==> src/rtl/ppi_pkg.sv <==
// ----------------------------------------------------------------------------
// ppi_pkg
// Shared types, constants and arithmetic helpers of the particle pool.
// ----------------------------------------------------------------------------
package ppi_pkg;

  localparam int POOL_SIZE_DEFAULT = 64;
  localparam int CNT_W  = 7;
  localparam int LIFE_W = 24;
  localparam int DT_W   = 16;
  localparam int VEC_W  = 48;
  localparam int COMP_W = 16;
  localparam int CFG_IDX_W = 3;

  localparam logic [CFG_IDX_W-1:0] REG_ACCEL  = 3'd0;
  localparam logic [CFG_IDX_W-1:0] REG_SPEED  = 3'd1;
  localparam logic [CFG_IDX_W-1:0] REG_ORIGIN = 3'd2;
  localparam logic [CFG_IDX_W-1:0] REG_LIFE   = 3'd3;
  localparam logic [CFG_IDX_W-1:0] REG_LIMIT  = 3'd4;

  localparam logic OP_TICK  = 1'b0;
  localparam logic OP_SPAWN = 1'b1;

  typedef enum logic [3:0] {
    ST_IDLE,
    ST_SPAWN,
    ST_LIFE_RD,
    ST_LIFE_EV,
    ST_MOVE_RD,
    ST_MOVE_WR,
    ST_INT_RD,
    ST_INT_VEL,
    ST_INT_POS,
    ST_EMIT,
    ST_EMIT_LD,
    ST_EMIT_WAIT
  } state_t;

  // Controller to datapath.
  typedef struct packed {
    logic       load_item;
    logic       spawn_wr;
    logic       life_wr;
    logic       move_wr;
    logic       vel_step;
    logic       pos_wr;
    logic       dec_active;
    logic       inc_active;
    logic       inc_died;
    logic       set_move_src;
    logic       slot_inc;
    logic       slot_clr;
    logic       emit_load;
    logic       emit_empty;
  } ctrl_t;

  // Datapath to controller.
  typedef struct packed {
    logic op_spawn;
    logic spawn_more;
    logic dies;
    logic slot_below;
    logic need_move;
    logic emit_last;
  } stat_t;

  // Round-half-up of a Q8.8 value times dt (24 fractional bits) back to Q8.8.
  function automatic logic signed [17:0] scale_round(input logic signed [33:0] prod);
    logic signed [34:0] q;
    begin
      q = {prod[33], prod} + 35'sd32768;
      scale_round = q[33:16];
    end
  endfunction

  function automatic logic [COMP_W-1:0] sat16(input logic signed [18:0] v);
    begin
      if (v > 19'sd32767) sat16 = 16'h7FFF;
      else if (v < -19'sd32768) sat16 = 16'h8000;
      else sat16 = v[15:0];
    end
  endfunction

endpackage

==> src/rtl/ppi_ctrl.sv <==
// ----------------------------------------------------------------------------
// ppi_ctrl
// Sequencer for spawn, the life/removal walk, integration and result output.
// ----------------------------------------------------------------------------
module ppi_ctrl (
  input  logic            clk,
  input  logic            rst,
  input  logic            in_fire,
  input  logic            out_ready,
  input  ppi_pkg::stat_t  stat,
  output ppi_pkg::ctrl_t  ctrl,
  output logic            busy,
  output logic            out_valid
);

  ppi_pkg::state_t state, state_next;

  always_ff @(posedge clk) begin
    if (rst) state <= ppi_pkg::ST_IDLE;
    else state <= state_next;
  end

  always_comb begin
    state_next = state;
    ctrl = '0;
    busy = 1'b1;
    out_valid = 1'b0;
    case (state)
      ppi_pkg::ST_IDLE: begin
        busy = 1'b0;
        if (in_fire) begin
          ctrl.load_item = 1'b1;
          ctrl.slot_clr = 1'b1;
          state_next = ppi_pkg::ST_SPAWN;
        end
      end
      ppi_pkg::ST_SPAWN: begin
        if (stat.op_spawn) begin
          if (stat.spawn_more) begin
            ctrl.spawn_wr = 1'b1;
            ctrl.inc_active = 1'b1;
          end else begin
            ctrl.emit_empty = 1'b1;
            state_next = ppi_pkg::ST_EMIT_WAIT;
          end
        end else begin
          state_next = ppi_pkg::ST_LIFE_RD;
        end
      end
      ppi_pkg::ST_LIFE_RD: begin
        if (stat.slot_below) begin
          state_next = ppi_pkg::ST_LIFE_EV;
        end else begin
          ctrl.slot_clr = 1'b1;
          state_next = ppi_pkg::ST_INT_RD;
        end
      end
      ppi_pkg::ST_LIFE_EV: begin
        if (stat.dies) begin
          ctrl.inc_died = 1'b1;
          ctrl.dec_active = 1'b1;
          if (stat.need_move) begin
            ctrl.set_move_src = 1'b1;
            state_next = ppi_pkg::ST_MOVE_RD;
          end else begin
            state_next = ppi_pkg::ST_LIFE_RD;
          end
        end else begin
          ctrl.life_wr = 1'b1;
          ctrl.slot_inc = 1'b1;
          state_next = ppi_pkg::ST_LIFE_RD;
        end
      end
      ppi_pkg::ST_MOVE_RD: state_next = ppi_pkg::ST_MOVE_WR;
      ppi_pkg::ST_MOVE_WR: begin
        ctrl.move_wr = 1'b1;
        state_next = ppi_pkg::ST_LIFE_RD;
      end
      ppi_pkg::ST_INT_RD: begin
        if (stat.slot_below) begin
          state_next = ppi_pkg::ST_INT_VEL;
        end else begin
          ctrl.slot_clr = 1'b1;
          state_next = ppi_pkg::ST_EMIT;
        end
      end
      ppi_pkg::ST_INT_VEL: begin
        ctrl.vel_step = 1'b1;
        state_next = ppi_pkg::ST_INT_POS;
      end
      ppi_pkg::ST_INT_POS: begin
        ctrl.pos_wr = 1'b1;
        ctrl.slot_inc = 1'b1;
        state_next = ppi_pkg::ST_INT_RD;
      end
      ppi_pkg::ST_EMIT: begin
        // Read the slot; the result register loads on the next cycle.
        if (stat.slot_below) begin
          state_next = ppi_pkg::ST_EMIT_LD;
        end else begin
          ctrl.emit_empty = 1'b1;
          state_next = ppi_pkg::ST_EMIT_WAIT;
        end
      end
      ppi_pkg::ST_EMIT_LD: begin
        ctrl.emit_load = 1'b1;
        state_next = ppi_pkg::ST_EMIT_WAIT;
      end
      ppi_pkg::ST_EMIT_WAIT: begin
        out_valid = 1'b1;
        if (out_ready) begin
          if (stat.emit_last) state_next = ppi_pkg::ST_IDLE;
          else begin
            ctrl.slot_inc = 1'b1;
            state_next = ppi_pkg::ST_EMIT;
          end
        end
      end
      default: state_next = ppi_pkg::ST_IDLE;
    endcase
  end

endmodule

==> config.mk <==
export PLATFORM = sky130hd
export DESIGN_NAME = ppi_ctrl
export DESIGN_NICKNAME = d
export VERILOG_FILES = /design/src/rtl/ppi_pkg.sv /design/src/rtl/ppi_ctrl.sv
export SDC_FILE = /design/constraint.sdc
export NUM_CORES = 1
export LEC_CHECK = 0
export ABC_AREA = 1
export BUFFER_PORTS_ARGS = -buffer_cell sky130_fd_sc_hd__buf_2
export CAP_MARGIN = 20
export CORE_MARGIN = 2
export CORE_UTILIZATION = 38
export DETAILED_ROUTE_END_ITERATION = 16
export PLACE_DENSITY = 0.72
export SYNTH_ARGS = -nofsm -noshare
export SYNTH_HDL_FRONTEND = slang
export SYNTH_SLANG_ARGS = --single-unit
==> constraint.sdc <==
create_clock -name clk -period 1 [get_ports clk]
set_input_delay 0.15 -clock clk [delete_from_list [all_inputs] [get_ports clk]]
set_output_delay 0.15 -clock clk [all_outputs]
set_load 0.02 [all_outputs]
==> flow_summary_export.csv, run 1 <==
group,metric,value,unit
clock_tree,ctsHtreeMaxLevel,1,
placed_design,io_buffers,25,
floorplan,fp-row-count,12,
placed_design,place.gp.congestion,0.880,
synth,ys_top_cells_by_area,"dfxtp_1, nand2_1, inv_1",
synth,synth_top_area_share,16.2,%
synth,synth_area_leader_cell,"dfxtp_1",
clock_tree,cts_buffers,3,
synth,ys_seq_area_share,16.2,%
clock_tree,clock_path_buffers,2,
grt,grt_max_degree,7,
synth,synth_area_per_cell,5.54,sq um
synth,synth-compound-area-share,15.2,%
outcome,status,"did not finish",
placed_design,pre_cts_ws,-0.299,ns
synth,synth.distinct_cells,20,
timing,worst_endpoint_kind,"primary output",
placed_design,dp_cells,136,
synth,synthMuxAreaShare,0,%
synth,synthAdderAreaFrac,0,%
synth,synth_area,493,sq um
floorplan,die_w,40.0,um
floorplan,start_util,42.6,%
placed_design,post_dp_cell_area,786,sq um
floorplan,num_io_pins,26,
synth,syn-num-nets,99,
synth,ys_warn_count,0,
outcome,haltStage,"global routing",
clock_tree,cts-root-buf,"clkbuf_4",
outcome,error_line,"[ERROR DPL-0038] Utilization greater than 100%, impossible to legalize",
synth,yosys.area_share.xor_xnor,0,%
synth,synth_top_family_by_area,"simple AND/OR/NAND/NOR gates",
placed_design,hpwl,1.20,mm
synth,ys_ff_latch,4,
clock_tree,cts_sinks,4,
floorplan,die_h,40.0,um
synth,syn_inst,89,
synth,yosys.area_share.simple,51.0,%
timing,crit_endpoint,"ctrl[0]",
==> metrics by stage <==
stage / TNS, ns / utilization [%]
global placement: -3.05 / 68.0
CTS: -6.70 / 94.3
floorplan: -1.80 / -
detailed placement: -3.39 / 68.0
==> repair_timing <==
item	in CTS
hold endpoints to repair	0
hold buffers	0
setup endpoints to repair	20
gates cloned	0
resized for setup	62
pin swaps	9
setup buffers	12
==> kinds of logic after synthesis <==
group           count (synthesis)
compound gates                 12
buf+inv                        21
flops                           4
simple gates                   52
==> synthesized netlist by cell type <==
cell and count:
inv_2 2, buf_4 2, nand2_4 1, a31oi_1 1, a41oi_1 1, a21oi_1 4
nor3_1 1, dfxtp_1 4, nor2_4 2, o21ai_0 3, nand3_1 6, o32ai_1 2
nor2_1 16, o211ai_1 1, inv_1 17, nand2_1 21, nand2_2 1, nand3_4 1
nand3b_1 1, nor2_2 2
==> run 2, diff against run 1 <==
--- a/config.mk
+++ b/config.mk
@@ -8,10 +8,10 @@
 export ABC_AREA = 1
 export BUFFER_PORTS_ARGS = -buffer_cell sky130_fd_sc_hd__buf_2
 export CAP_MARGIN = 20
-export CORE_MARGIN = 2
-export CORE_UTILIZATION = 38
+export CORE_AREA = 2 2 63 65
 export DETAILED_ROUTE_END_ITERATION = 16
-export PLACE_DENSITY = 0.72
+export DIE_AREA = 0 0 65 67
+export PLACE_DENSITY_LB_ADDON = 0.15
 export SYNTH_ARGS = -nofsm -noshare
 export SYNTH_HDL_FRONTEND = slang
 export SYNTH_SLANG_ARGS = --single-unit
==> constraint.sdc (replaced) <==
create_clock -name clk -period 1.3 [get_ports clk]
set_input_delay 0.195 -clock clk [delete_from_list [all_inputs] [get_ports clk]]
set_output_delay 0.195 -clock clk [all_outputs]
set_load 0.02 [all_outputs]
==> run 2 against run 1 <==
  * The flow now finishes, with violations (setup timing)
  * Synthesized cell count did not move
  * Synthesized area unchanged
==> flow_summary_export.csv, run 2 <==
group,metric,value,unit
timing,timing.fmax,0.679,GHz
grt,antenna_found_initial,0,
synth,synth_most_common_cell,"nand2_1",
synth,syn-num-nets,99,
setup_path,slowest_stage,"dfxtp_4",
setup_path,crit_chain,"inv_4 > nor2_4 > buf_6 > inv_4 > o32ai_4 > buf_6",
synth,ys_seq_area_share,16.2,%
clock_tree,clock_path_buffers,2,
timing,hold_slack,0.197,ns
timing,setup_violations,16,
outcome,violations,"setup timing",
timing,hold_viol_final,0,
synth,ys_ff_latch,4,
power_and_ir_drop,p_total,2.25,mW
synth,synth_top_area_share,16.2,%
grt,gr-usage-met1,10.9,%
floorplan,die_area,4360,sq um
grt,grt_max_degree,7,
final_layout,diodes,0,
clock_tree,cts_sinks,4,
grt,overflow,0,
timing,slew_viol_final,0,
synth,synth_area,493,sq um
synth,synth_edf_count,0,
synth,syn_inst,89,
grt,use_met3,3.72,%
power_and_ir_drop,vdd_drop_max,0.000403,V
final_layout,final_nets,152,
timing,slew_headroom,84.8,%
timing,fin_crit,1.47,ns
setup_path,cp.required,1.11,ns
drt,vias_per_cell,4.00,
setup_path,path_delay_family,"flip-flops",
floorplan,die_h,67,um
clock_tree,ctsHtreeMaxLevel,1,
final_layout,fin_util,34.4,%
synth,ys.flop_type,"dfxtp_1",
placed_design,hpwl,1.54,mm
synth,synth_area_leader_cell,"dfxtp_1",
final_layout,reg_top3,"state x4",
synth,async_reset_ff_share,0,%
final_layout,drive_above_1_share,72.1,%
final_layout,final_common_cell,"buf_6",
grt,grt_pass1_wl,3.21,mm
timing,clock_skew,0.00237,ns
drt,drt_iter0_markers,14,
hold_path,hp-class,"input port to flip-flop",
setup_path,path_class,"flip-flop to output port",
clock_tree,cts_buffers,3,
floorplan,start_util,13.7,%
setup_path,cp.buffers_inverters,4,
placed_design,io_buffers,25,
floorplan,die_w,65,um
final_layout,layout_common_cells,"buf_6, buf_4, nand2_1",
synth,synth.distinct_cells,20,
drt,routed_wirelength,2.12,mm
synth,synth_commonest_cells,"nand2_1, inv_1, nor2_1",
timing,worst_slew_pin_slew,0.227,ns
drt,drtAntennaViolNets,0,
grt,met2_usage,17.0,%
setup_path,end_kind,"output port",
final_layout,area_delta_synth_final,152,%
timing,fin_crit_sh,113,%
power_and_ir_drop,power.density,1810,nW/um^2
power_and_ir_drop,power.leakage,0.580,nW
grt,grt_pass1_vias,729,
floorplan,fp-row-count,22,
synth,synth_area_per_cell,5.54,sq um
clock_tree,hold_buffers,0,
clock_tree,cts_tree,"yes",
setup_path,arrival,1.28,ns
setup_path,crit_fanout,4,
timing,rsz0062_at_grt,"yes",
timing,timing.final.ws_setup,-0.174,ns
clock_tree,clkLatencyLatePin,0.21,ns
setup_path,cpPeakStageDelay,0.37,ns
floorplan,num_io_pins,26,
drt,wl_per_cell,11.3,um
floorplan,fp.coreArea,3610,sq um
final_layout,largest_register_ffs,4,
drt,num_vias,752,
placed_design,place.gp.congestion,0.792,
synth,ys_warn_count,0,
clock_tree,clkTransAtPathRegs,0.03,ns
clock_tree,cts-root-buf,"clkbuf_8",
grt,busiest_layer,"met2",
synth,ys_top_cells_by_area,"dfxtp_1, nand2_1, inv_1",
setup_path,startpoint_type,"flip-flop",
grt,grtUsageTotal,9.89,%
run,max-cap-violations,0,
outcome,status,"finished, violations left",
drt,dr.pass1.iters,4,
final_layout,top_register,"state",
drt,drcViolationCount,0,
-- run 2: cell counts after synthesis --
No cell type changed its count.
-- run 2: cells by family after synthesis --
group | Yosys count | synth area share (%)
AO/OA/AOI/OAI | 12 | 15.2
buffers and inverters | 21 | 17.5
flip-flops | 4 | 16.2
AND/OR/NAND/NOR | 52 | 51.0
-- run 2: worst register-to-register path, cell delays in order, from the launching register on --
cell	delay [ns]
dfxtp_4	0.36
nor2_4	0.16
buf_6	0.14
buf_6	0.10
buf_6	0.10
nand3_2	0.06
nand2_1	0.07
inv_1	0.03
nand3_1	0.07
nand2_1	0.05
a21oi_1	0.11
-- run 2: area by class of cell --
class                           count  area [sq um]
Sequential cell                     4          95.1
Inverter                           19          86.3
Fill cell                         387          2370
Tap cell                           48          60.1
Multi-Input combinational cell     64           509
Clock buffer                        3          41.3
Timing Repair Buffer               50           448
-- run 2: final timing paths --
check | endpoint | from | depth (start not counted) | slack, ns
setup / recovery | ctrl[0] | state[0] | 6 | -0.17
hold / removal | state[1] | rst | 2 | 0.20
hold reg to reg | state[2] | state[1] | 4 | 0.74
setup reg to reg | state[0] | state[2] | 10 | -0.02
-- run 2: repair_timing --
item,CTS,global route
pin swaps,12,17
endpoints found under the setup margin,19,19
resized for setup,48,41
buffers inserted,11,5
-- run 2: routing by layer --
layer  part of all wire [%]  wire [um]
met3                    5.8        123
met4                    1.2         26
met1                     38        804
met2                     55       1170
met5                      0          0
-- run 2: report_power, final --
| part | switching, mW | internal (mW) | total, mW | leakage [nW] |
|---|---|---|---|---|
| Sequential | 0.102 | 0.188 | 0.289 | 0.0356 |
| Clock | 0.0599 | 0.197 | 0.257 | 0.0216 |
| Combinational | 0.864 | 0.836 | 1.70 | 0.523 |
| Total | 1.03 | 1.22 | 2.25 | 0.580 |
-- run 2: stage by stage --
stage / worst slack, ns / std cells / setup TNS [ns] / instance area, sq um
2_1_floorplan: -0.0280 / 89 / -0.0280 / 559
3_3_place_gp: -0.143 / 170 / -0.599 / 805
3_5_place_dp: -0.137 / 170 / -0.461 / 805
4_1_cts: -0.197 / 183 / -1.69 / 1060
5_1_grt: -0.231 / 188 / -2.48 / 1240
6_report: -0.174 / 188 / -1.47 / 1240
Note: power is estimated with default switching activity, not from simulation.
